===== src/rtl/core/sha1_pkg.sv =====
// Shared types and constants for the SHA-1 hasher.
`timescale 1ns / 1ps
`default_nettype none

package sha1_pkg;

   typedef struct packed {
      logic [31:0] data_word;
      logic [2:0]  byte_count;
      logic        last;
   } req_type;

   typedef struct packed {
      logic [31:0] digest_word;
      logic        digest_last;
   } rsp_type;

   // Five 32-bit words: chaining values or working variables, index 0 = H0 / a.
   typedef logic [4:0][31:0] word5_type;

   // Control from the sequencer to the round unit.
   typedef struct packed {
      logic        start;   // load working vars and run 80 rounds
      logic        shift;   // push word into the schedule window
      logic [31:0] word;
   } rnd_ctrl_type;

   localparam logic [31:0] K_ROUND0 = 32'h5A82_7999;
   localparam logic [31:0] K_ROUND1 = 32'h6ED9_EBA1;
   localparam logic [31:0] K_ROUND2 = 32'h8F1B_BCDC;
   localparam logic [31:0] K_ROUND3 = 32'hCA62_C1D6;
   localparam logic [31:0] PAD_WORD = 32'h8000_0000;

   localparam word5_type INIT_VALUES = {
      32'hC3D2_E1F0, 32'h1032_5476, 32'h98BA_DCFE, 32'hEFCD_AB89, 32'h6745_2301
   };

   localparam logic [6:0] SCHED_ROUNDS = 7'd16;
   localparam logic [6:0] ROUND_20     = 7'd20;
   localparam logic [6:0] ROUND_40     = 7'd40;
   localparam logic [6:0] ROUND_60     = 7'd60;
   localparam logic [6:0] LAST_ROUND   = 7'd79;

endpackage

`default_nettype wire


===== src/rtl/core/sha1_round.sv =====
// SHA-1 round unit: schedule window plus one compression round per cycle.
`timescale 1ns / 1ps
`default_nettype none

module sha1_round (
   input  logic                   clock,
   input  logic                   reset,
   input  sha1_pkg::rnd_ctrl_type ctrl,
   input  sha1_pkg::word5_type    cv,
   output sha1_pkg::word5_type    vars,
   output logic                   done
);
   import sha1_pkg::*;

   logic [15:0][31:0] win_ff, win_in;
   word5_type         vars_ff, vars_in;
   logic [6:0]        rnd_ff, rnd_in;
   logic              busy_ff, busy_in;
   logic              done_ff, done_in;

   logic [31:0] mix, wr, f, k, t;
   logic [31:0] a, b, c, d, e;

   always_comb begin
      a = vars_ff[0];
      b = vars_ff[1];
      c = vars_ff[2];
      d = vars_ff[3];
      e = vars_ff[4];

      // window slot 0 holds w[t-16]; taps 2, 8, 13 give w[t-14], w[t-8], w[t-3]
      mix = win_ff[13] ^ win_ff[8] ^ win_ff[2] ^ win_ff[0];
      wr  = (rnd_ff < SCHED_ROUNDS) ? win_ff[0] : {mix[30:0], mix[31]};

      if (rnd_ff < ROUND_20) begin
         f = (b & c) | (~b & d);
         k = K_ROUND0;
      end else if (rnd_ff < ROUND_40) begin
         f = b ^ c ^ d;
         k = K_ROUND1;
      end else if (rnd_ff < ROUND_60) begin
         f = (b & c) | (b & d) | (c & d);
         k = K_ROUND2;
      end else begin
         f = b ^ c ^ d;
         k = K_ROUND3;
      end

      t = {a[26:0], a[31:27]} + f + e + k + wr;

      win_in  = win_ff;
      vars_in = vars_ff;
      rnd_in  = rnd_ff;
      busy_in = busy_ff;
      done_in = 1'b0;

      if (ctrl.shift) begin
         win_in = {ctrl.word, win_ff[15:1]};
      end else if (busy_ff) begin
         win_in = {wr, win_ff[15:1]};
      end

      if (ctrl.start) begin
         vars_in = cv;
         rnd_in  = '0;
         busy_in = 1'b1;
      end else if (busy_ff) begin
         vars_in = {d, c, {b[1:0], b[31:2]}, a, t};
         rnd_in  = rnd_ff + 7'd1;
         if (rnd_ff == LAST_ROUND) begin
            busy_in = 1'b0;
            done_in = 1'b1;
         end
      end
   end

   always_ff @(posedge clock) begin
      if (reset) begin
         rnd_ff  <= '0;
         busy_ff <= 1'b0;
         done_ff <= 1'b0;
      end else begin
         rnd_ff  <= rnd_in;
         busy_ff <= busy_in;
         done_ff <= done_in;
      end
   end

   always_ff @(posedge clock) begin
      win_ff  <= win_in;
      vars_ff <= vars_in;
   end

   assign vars = vars_ff;
   assign done = done_ff;

endmodule

`default_nettype wire


===== src/rtl/core/sha1_hash.sv =====
// SHA-1 hasher top level: input sequencer, padding, chaining values, digest output.
`timescale 1ns / 1ps
`default_nettype none

// Hashes one message at a time with SHA-1. Each request carries a big-endian
// 32-bit word; words that are not last count four bytes, the last word counts
// byte_count bytes (values above four count as four) left-justified in the word.
// Words are absorbed one per cycle into a 16-word schedule window while
// req_ready is high. The 16th word of a block starts the round unit, which runs
// the 80 SHA-1 rounds at one per cycle, then raises a registered done flag; the
// sequencer then adds the result into the chaining values. Throughput is set by
// the single round unit, and req_ready is low while the round unit is busy.
// On a last word the sequencer appends the 0x80 pad, zero fill and the 64-bit
// bit length one word per cycle, pausing while the round unit runs (one or
// two compressions), then presents the five digest words H0..H4 on rsp_*,
// digest_last on H4. After H4 is taken the chaining values are reloaded and
// the next message may start. The bit length wraps modulo 2^64.
module sha1_hash (
   input  logic              clock,
   input  logic              reset,
   input  logic              req_valid,
   output logic              req_ready,
   input  sha1_pkg::req_type req_data,
   output logic              rsp_valid,
   input  logic              rsp_ready,
   output sha1_pkg::rsp_type rsp_data
);
   import sha1_pkg::*;

   // sequencer states
   localparam logic [2:0] ST_IDLE  = 3'd0;  // taking message words
   localparam logic [2:0] ST_FEED  = 3'd1;  // generating pad / length words
   localparam logic [2:0] ST_ROUND = 3'd2;  // round unit running
   localparam logic [2:0] ST_ADD   = 3'd3;  // fold working vars into chaining values
   localparam logic [2:0] ST_OUT   = 3'd4;  // presenting digest words

   // padding phases
   localparam logic [1:0] PH_PAD  = 2'd0;  // full last word: 0x80 pad word next
   localparam logic [1:0] PH_FILL = 2'd1;  // zero fill, then length high word
   localparam logic [1:0] PH_LO   = 2'd2;  // length low word
   localparam logic [1:0] PH_DONE = 2'd3;  // final block queued

   localparam logic [2:0] LAST_IDX = 3'd4;

   logic [2:0]  state_ff, state_in;
   logic [1:0]  phase_ff, phase_in;
   logic        finish_ff, finish_in;
   logic [3:0]  pos_ff, pos_in;
   logic [63:0] bits_ff, bits_in;
   word5_type   cv_ff, cv_in;
   logic [2:0]  out_idx_ff, out_idx_in;

   logic         req_fire, rsp_fire;
   logic         put, start;
   logic [31:0]  put_word;
   logic [2:0]   count_sat;
   logic [4:0]   sh;
   logic [31:0]  keep, tail_word;
   word5_type    vars;
   logic         rnd_done;
   rnd_ctrl_type rnd_ctrl;

   assign req_fire = req_valid && req_ready;
   assign rsp_fire = rsp_valid && rsp_ready;

   // Final word: keep the valid bytes and insert the pad byte right below them.
   assign count_sat = (req_data.byte_count > 3'd4) ? 3'd4 : req_data.byte_count;
   assign sh        = {count_sat[1:0], 3'b000};
   assign keep      = ~(32'hFFFF_FFFF >> sh);
   assign tail_word = (count_sat == 3'd4) ? req_data.data_word
                                          : ((req_data.data_word & keep) | (PAD_WORD >> sh));

   always_comb begin
      state_in   = state_ff;
      phase_in   = phase_ff;
      finish_in  = finish_ff;
      pos_in     = pos_ff;
      bits_in    = bits_ff;
      cv_in      = cv_ff;
      out_idx_in = out_idx_ff;
      put        = 1'b0;
      put_word   = req_data.data_word;
      start      = 1'b0;

      unique case (state_ff)
         ST_IDLE: begin
            if (req_fire) begin
               put = 1'b1;
               if (req_data.last) begin
                  put_word  = tail_word;
                  bits_in   = bits_ff + {58'd0, count_sat, 3'b000};
                  finish_in = 1'b1;
                  phase_in  = (count_sat == 3'd4) ? PH_PAD : PH_FILL;
                  state_in  = ST_FEED;
               end else begin
                  bits_in = bits_ff + 64'd32;
               end
            end
         end
         ST_FEED: begin
            put = 1'b1;
            unique case (phase_ff)
               PH_PAD: begin
                  put_word = PAD_WORD;
                  phase_in = PH_FILL;
               end
               PH_FILL: begin
                  // zero fill runs up to slot 14, where the length starts
                  if (pos_ff == 4'd14) begin
                     put_word = bits_ff[63:32];
                     phase_in = PH_LO;
                  end else begin
                     put_word = '0;
                  end
               end
               PH_LO: begin
                  put_word = bits_ff[31:0];
                  phase_in = PH_DONE;
               end
               default: begin
                  put = 1'b0;
               end
            endcase
         end
         ST_ROUND: begin
            if (rnd_done) begin
               state_in = ST_ADD;
            end
         end
         ST_ADD: begin
            for (int i = 0; i < 5; i++) begin
               cv_in[i] = cv_ff[i] + vars[i];
            end
            if (!finish_ff) begin
               state_in = ST_IDLE;
            end else if (phase_ff == PH_DONE) begin
               state_in = ST_OUT;
            end else begin
               state_in = ST_FEED;
            end
         end
         ST_OUT: begin
            if (rsp_fire) begin
               if (out_idx_ff == LAST_IDX) begin
                  out_idx_in = '0;
                  cv_in      = INIT_VALUES;
                  bits_in    = '0;
                  finish_in  = 1'b0;
                  state_in   = ST_IDLE;
               end else begin
                  out_idx_in = out_idx_ff + 3'd1;
               end
            end
         end
         default: begin
            state_in = ST_IDLE;
         end
      endcase

      // every 16th word completes a block and kicks off the rounds
      if (put) begin
         pos_in = pos_ff + 4'd1;
         if (pos_ff == 4'd15) begin
            start    = 1'b1;
            state_in = ST_ROUND;
         end
      end
   end

   assign rnd_ctrl = '{start: start, shift: put, word: put_word};

   sha1_round u_round (
      .clock (clock),
      .reset (reset),
      .ctrl  (rnd_ctrl),
      .cv    (cv_ff),
      .vars  (vars),
      .done  (rnd_done)
   );

   always_ff @(posedge clock) begin
      if (reset) begin
         state_ff   <= ST_IDLE;
         phase_ff   <= PH_PAD;
         finish_ff  <= 1'b0;
         pos_ff     <= '0;
         bits_ff    <= '0;
         cv_ff      <= INIT_VALUES;
         out_idx_ff <= '0;
      end else begin
         state_ff   <= state_in;
         phase_ff   <= phase_in;
         finish_ff  <= finish_in;
         pos_ff     <= pos_in;
         bits_ff    <= bits_in;
         cv_ff      <= cv_in;
         out_idx_ff <= out_idx_in;
      end
   end

   assign req_ready = (state_ff == ST_IDLE);
   assign rsp_valid = (state_ff == ST_OUT);

   always_comb begin
      case (out_idx_ff)
         3'd0:    rsp_data.digest_word = cv_ff[0];
         3'd1:    rsp_data.digest_word = cv_ff[1];
         3'd2:    rsp_data.digest_word = cv_ff[2];
         3'd3:    rsp_data.digest_word = cv_ff[3];
         default: rsp_data.digest_word = cv_ff[4];
      endcase
      rsp_data.digest_last = (out_idx_ff == LAST_IDX);
   end

endmodule

`default_nettype wire


===== config.mk =====
export PLATFORM = sky130hd
export DESIGN_NAME = sha1_hash
export DESIGN_NICKNAME = d
export VERILOG_FILES = /design/src/rtl/core/sha1_pkg.sv /design/src/rtl/core/sha1_round.sv /design/src/rtl/core/sha1_hash.sv
export SDC_FILE = /design/constraint.sdc
export NUM_CORES = 2
export LEC_CHECK = 0
export ABC_AREA = 0
export BUFFER_PORTS_ARGS = -buffer_cell sky130_fd_sc_hd__buf_4
export CAP_MARGIN = 20
export CORE_ASPECT_RATIO = 1.25
export CORE_UTILIZATION = 45
export DETAILED_ROUTE_END_ITERATION = 10
export PLACE_DENSITY = 0.6
export SETUP_SLACK_MARGIN = 0.5
export SLEW_MARGIN = 15
export SYNTH_ARGS = -nofsm -noshare
export SYNTH_HDL_FRONTEND = slang
export SYNTH_HIERARCHICAL = 1
export SYNTH_SLANG_ARGS = --single-unit

===== constraint.sdc =====
create_clock -name clock -period 27.7 [get_ports clock]
set_input_delay 5.54 -clock clock [delete_from_list [all_inputs] [get_ports clock]]
set_output_delay 5.54 -clock clock [all_outputs]
set_load 0.05 [all_outputs]

* After elaboration in Yosys (flattened, before gate mapping)
Cells that the tools add are included.
Operators by class: $add $sub $neg 14, $lt $le $gt $ge 5, eq/ne operators 21, shifts and indexed selects 2, mux-type cells 58, bitwise gates (word level) 17, reduce and logical (&&, ||, !) cells 18
Operator list (number):
- 2-to-1 mux 512 bit | 2
- 2-to-1 mux 160 bit | 4
- 2-to-1 mux 32 bit | 10
- case mux 160 bit (2 select lines) | 1
- adder 32 bit | 9
- 2-to-1 mux 64 bit | 4
- AND 32 bit | 5
- bitwise XOR 32 bit | 5
- OR 32 bit | 4
- case mux 32 bit (4 select lines) | 1
- case mux 64 bit (2 select lines) | 1
- case mux 32 bit (3 select lines) | 1
- adder 64 x 6 -> 64 bit | 1
- adder 64 x 6 -> 64 bit, second input constant | 1
- NOT 32 bit | 2
- case mux 32 bit (2 select lines) | 1
- >> shifter 32 x 5 -> 32 bit, first input constant | 2
- 2-to-1 mux 3 bit | 11
- 2-to-1 mux 31 bit | 1
- case mux 3 bit (5 select lines) | 1
- < comparator 7 x 5 -> 1 bit, second input constant | 2
- < comparator 7 x 6 -> 1 bit, second input constant | 2
- 2-to-1 mux 1 bit | 13
- equality test 3 x 2 -> 1 bit, second input constant | 4
- 28 further kinds | 47
Word-level totals: register bits after elaboration 918, input port bits 40, output and inout port bits 35, logic and storage cells 170

* Longest topological paths before layout
depth in word-level cells 12, depth in mapped cells 25, gate-level depth less buffers 23

* Modules after synthesis
The synthesis kept the hierarchy.
By module, submodules not included:
- sha1_round | times used 1, cells an instance 1795, area an instance 29407.0 µm², sequential area each 20359.5 µm²
- sha1_hash | times used 1, cells an instance 2254, area an instance 17546.8 µm², sequential area each 4684.5 µm²

* Least setup slack after synthesis
Ideal clock, no wire load.
path type input-to-reg, start input req_valid, end register u_round/win_ff[0] in the netlist's numbering (enable), library setup time 0.667 ns, arrival 12.212 ns, setup slack 14.821 ns, stages 4, cell sequence nand2_1 nand2_1 clkbuf_1 or2_2
On the way: longest elaborated chain between the ends 4
Ends and longest elaborated chain:
- start, declared | RTL line sha1_hash.sv:21 | input logic req_valid,
- logical AND 1 bit | RTL line sha1_hash.sv:63 | assign req_fire = req_valid && req_ready;
- 2-to-1 mux 1 bit | RTL line sha1_hash.sv:87 | if (req_fire) begin
- case mux 1 bit (2 select lines) | RTL line sha1_hash.sv:85 | unique case (state_ff)
- named net put | RTL line sha1_hash.sv:54 | logic put, start;
- nonzero test 2 bit (no line)
- end signal, assigned | RTL line sha1_round.sv:90 | win_ff <= win_in;
- end, declared | RTL line sha1_round.sv:15 | logic [15:0][31:0] win_ff, win_in;
The timed path passes the listed nets, and every way through them passes these cells. A chain may end at the register's enable or synchronous reset.

==> tab_implementation.tex <==
\begin{tabular}{lr}
\hline
Metric & Value \\
\hline
\multicolumn{2}{l}{\textbf{Clocking}} \\
\quad Clock root cell & clkbuf\_16 \\
\quad Worst-Skew Late Latency & 0.72 ns \\
\quad \# resized after CTS & 0 \\
\quad Clock sink count & between 900 and 1000 \\
\quad Setup Fix Bufs, Post-CTS & 0 \\
\quad CTS H-Tree Depth & 3 \\
\quad TritonCTS clock tree & built \\
\quad Clock Pin Slew Worst Setup and Hold Paths & 0.07 ns \\
\quad TritonCTS buffer count & 94 \\
\quad Post-CTS Hold Buffers & 0 \\
\quad Number of buffers on the longest clock path & 3 \\
\multicolumn{2}{l}{\textbf{STA}} \\
\quad Count of endpoints failing hold in the final timing report & 0 \\
\quad Max-slew violation total from the final report & 0 \\
\quad Final worst slack & 17.76 ns \\
\quad Worst setup skew after layout & about 0.045 ns \\
\quad Setup violators final & 0 \\
\quad Max-slew headroom at the worst pin & 0.244 \\
\quad Max Clk Rate & 101 MHz \\
\quad Final total negative setup slack & 0 ns \\
\quad Transition time at the pin with the least slew margin & between 1 and 1.5 ns \\
\quad Shortest clock period the worst path allows after layout & 9.94 ns \\
\quad Part of the cycle the worst path needs & 0.359 \\
\quad Unrepaired setup endpoints after global routing & no \\
\multicolumn{2}{l}{\textbf{Global route}} \\
\quad Maximum number of pins on one net before global-route repair & 209 \\
\quad Highest-utilization routing layer at the global route stage & met2 \\
\quad Global-route congestion overflow total & 0 \\
\quad Antenna violations before repair & 0 \\
\quad Tot GR Track Use & 0.248 \\
\quad Met2 track demand over resource in global routing & 0.417 \\
\quad Global-route wire length before repair & 196 mm \\
\quad GR Util met3 & 0.0304 \\
\quad Via count of the first global-routing pass & 31095 \\
\quad Global-route track usage on met1 & 0.324 \\
\multicolumn{2}{l}{\textbf{Power}} \\
\quad Static leakage power & between 15 and 20 nW \\
\quad Peak VDD IR & 0.0000480 V \\
\quad Pwr/cell area & 62.3 mW/mm2 \\
\quad Logic pwr share & 0.103 \\
\quad Proportion of total power due to net switching & 0.250 \\
\quad Share of total power in sequential cells & 0.506 \\
\quad Internal Pwr Total & 0.00243 W \\
\quad Sw Pwr & 0.000809 W \\
\quad Clock power share & 0.391 \\
\multicolumn{2}{l}{\textbf{Worst setup path}} \\
\quad Largest fanout of any net on the critical path & 50 \\
\quad Data arrival time at the worst-slack endpoint & 4.40 ns \\
\quad Kind of end point of the critical path & output port \\
\quad Crit Path Class & reg2out \\
\quad Startpoint type of the worst setup path & register \\
\quad Required arrival time at the worst endpoint & between 20 and 25 ns \\
\quad Depth of the most critical reg-to-reg path & 22 \\
\multicolumn{2}{l}{\textbf{Outcome}} \\
\quad Status & complete, no violations \\
\multicolumn{2}{l}{\textbf{Yosys}} \\
\quad Number of synthesis warnings & 6 \\
\quad Cell taking the most area after synthesis & edfxtp\_1 \\
\quad Number of distinct standard cells referenced by the synthesized netlist & slightly below 90 \\
\quad Top cells by area in the synthesized netlist & edfxtp\_1, dfxtp\_1, ha\_1, fa\_1, xnor2\_1 \\
\quad Synth top area share & 0.430 \\
\quad Post-synthesis instance area & 0.0470 mm2 \\
\quad Syn\_nets & roughly 4400 \\
\quad Proportion of synthesized chip area in sequential cells & 0.533 \\
\quad Prevailing post-synth register cell & edfxtp\_1 \\
\quad Share of synthesized flip-flops with an asynchronous set or reset & 0 \\
\quad Post-synthesis sequential element count & 915 \\
\quad Count of mapped cells out of synthesis & 4049 \\
\quad Number of enable flip-flop cells after synthesis & roughly 670 \\
\quad Post-synthesis average cell area & 11.6 um2 \\
\multicolumn{2}{l}{\textbf{Floorplanning}} \\
\quad Die Footprint & between 0.1 and 0.15 mm2 \\
\quad Starting Density & 0.453 \\
\quad Core area & approximately 0.10 mm2 \\
\quad Chip Height & 363 um \\
\quad Die X-Extent & a little under 300 um \\
\quad Row cnt & approximately 130 \\
\quad Ports placed on the boundary & 75 \\
\multicolumn{2}{l}{\textbf{Routing}} \\
\quad Total detailed-routing wirelength & 132 mm \\
\quad Routed len/inst & 23.8 um \\
\quad Antenna viol nets, final & 0 \\
\quad Detailed-route DRC error count & 0 \\
\quad First-pass DRT Iterations & 6 \\
\quad Total via count in the routed design & 32137 \\
\quad Via density per instance & about 5.8 \\
\quad Iteration-0 DRC Markers & between 2000 and 3000 \\
\multicolumn{2}{l}{\textbf{Hold path}} \\
\quad Worst min path class & reg2reg \\
\quad Hold depth & 0 \\
\multicolumn{2}{l}{\textbf{Final layout}} \\
\quad Fin nets & 4485 \\
\quad Post-route cell area & 0.0521 mm2 \\
\quad Share of cells above drive strength 1 & 0.101 \\
\quad Synthesis-to-finish area growth & 10.9\% \\
\multicolumn{2}{l}{\textbf{Place}} \\
\quad RD Place Congestion & 0.932 \\
\quad IO buf count & 74 \\
\quad Placement-stage cell area & 0.0490 mm2 \\
\quad Placed wire-length estimate & 92.5 mm \\
\quad Pre-CTS setup slack & between 15 and 20 ns \\
\multicolumn{2}{l}{\textbf{Flow run}} \\
\quad Number of maximum-capacitance violations & 0 \\
\hline
\end{tabular}
==> final timing paths <==
| check | start | endpoint | slack [ns] |
|---|---|---|---|
| worst max register to register | u_round/rnd_ff[5] | u_round/a[27] | 20.27 |
| worst max-delay path | out_idx_ff[0] | rsp_data[1] | 17.76 |
| worst min-delay path | u_round/win_ff[148] | u_round/win_ff[116] | 0.38 |
| worst min register to register | u_round/win_ff[148] | u_round/win_ff[116] | 0.38 |
==> power groups by stage <==
stage / Clock [W] / Sequential (W) / Combinational (W)
after floorplan: 0 / 0.00167 / 0.000240
after global placement: 0 / 0.00167 / 0.000326
after detailed placement: 0 / 0.00167 / 0.000331
after CTS: 0.00130 / 0.00164 / 0.000333
after global routing: 0.00135 / 0.00165 / 0.000369
final: 0.00127 / 0.00164 / 0.000333
==> critical path, stage by stage (launching register included) <==
cell and delay, ns:
dfxtp_1 0.40, inv_1 0.09, ha_1 0.21, and2b_1 0.45, buf_4 0.38, or4_2 0.84
buf_4 0.38, a31oi_1 0.54, buf_4 0.31
==> logic make-up after synthesis <==
| group | after synthesis | share of synthesized area |
|---|---|---|
| adders and majority gates | 335 | 0.109 |
| DFF | 915 | 0.533 |
| AOI/OAI and AO/OA | 968 | 0.133 |
| muxes | 170 | 0.0398 |
| xor gates and xnor gates | 309 | 0.0581 |
| and+or+nand+nor | 966 | 0.0951 |
| buffers and inverters | 386 | 0.0313 |
==> flip-flops by register name, summed over array words and instances, names as in the netlist <==
register,flops
bits_ff,61
u_round/win_ff,512
pos_ff,4
cv_ff,160
u_round/d,32
finish_ff,1
u_round/done,1
phase_ff,2
state_ff,3
u_round/a,32
u_round/e,32
u_round/b,32
u_round/c,32
u_round/busy_ff,1
out_idx_ff,3
u_round/rnd_ff,7
==> cell usage in the layout (no fill, tap or decap), types with 35 or more instances in the layout <==
master     netlist  final
edfxtp_1       672    672
nor2_1         318    314
nand2_1        310    307
dfxtp_1        243    243
inv_1          233    233
a21oi_1        224    224
o21ai_0        217    217
ha_1           209    209
xnor2_1        202    202
mux2_2         132    132
a22oi_1        127    127
fa_1           126    126
buf_4            0    109
xor2_1         105    105
clkbuf_16        0     94
a21o_1          91     91
nand3_1         68     68
a31oi_1         51     51
o22ai_1         43     43
mux2i_1         38     38
nor3_1          36     36
and3_1          35     35
==> cell type report <==
type                    count  area, um2
repair buffers            114        917
inverters                 237        892
flip-flops and latches    915      25000
clock inverters            52        539
clock buffers             124       2500
multi-input cells        2748      20500
fillers                  9106      51500
well taps                1340       1680
diodes                      1       2.50
==> synthesized netlist by cell type, drive strengths merged (10+ instances only) <==
master  number
edfxtp     672
nor2       319
nand2      312
dfxtp      243
inv        234
a21oi      224
o21ai      223
ha         209
xnor2      203
clkbuf     134
mux2       132
a22oi      127
fa         126
xor2       105
a21o        91
nand3       68
a31oi       51
o22ai       43
mux2i       38
nor3        38
and3        36
o21a        32
nand2b      31
nand4       31
nor2b       30
or3         25
o21bai      23
a211oi      21
a221o       17
and2        15
buf         15
o221ai      15
o211ai      13
nor3b       12
and4        11
nor4        10
o31ai       10
==> metal layers <==
metal,share of wire,up-vias,wire [um]
met5,0,-,0
met4,0.040,0,5210
met3,0.058,259,7610
met2,0.48,1046,63600
met1,0.42,15938,55400
li1,-,14894,-
==> per-stage QoR <==
| stage | std cells | utilization | total power [W] | hold slack [ns] |
|---|---|---|---|---|
| global route | 5530 | 0.503 | 0.00337 | 0.406 |
| floorplan | 4049 | - | 0.00191 | 0.400 |
| finish | 5531 | 0.503 | 0.00324 | 0.379 |
| detailed placement | 5353 | 0.473 | 0.00200 | 0.405 |
| global placement | 5352 | 0.473 | 0.00199 | 0.401 |
| CTS | 5529 | 0.503 | 0.00327 | 0.390 |
No activity file was read; power rests on OpenSTA's default activity.
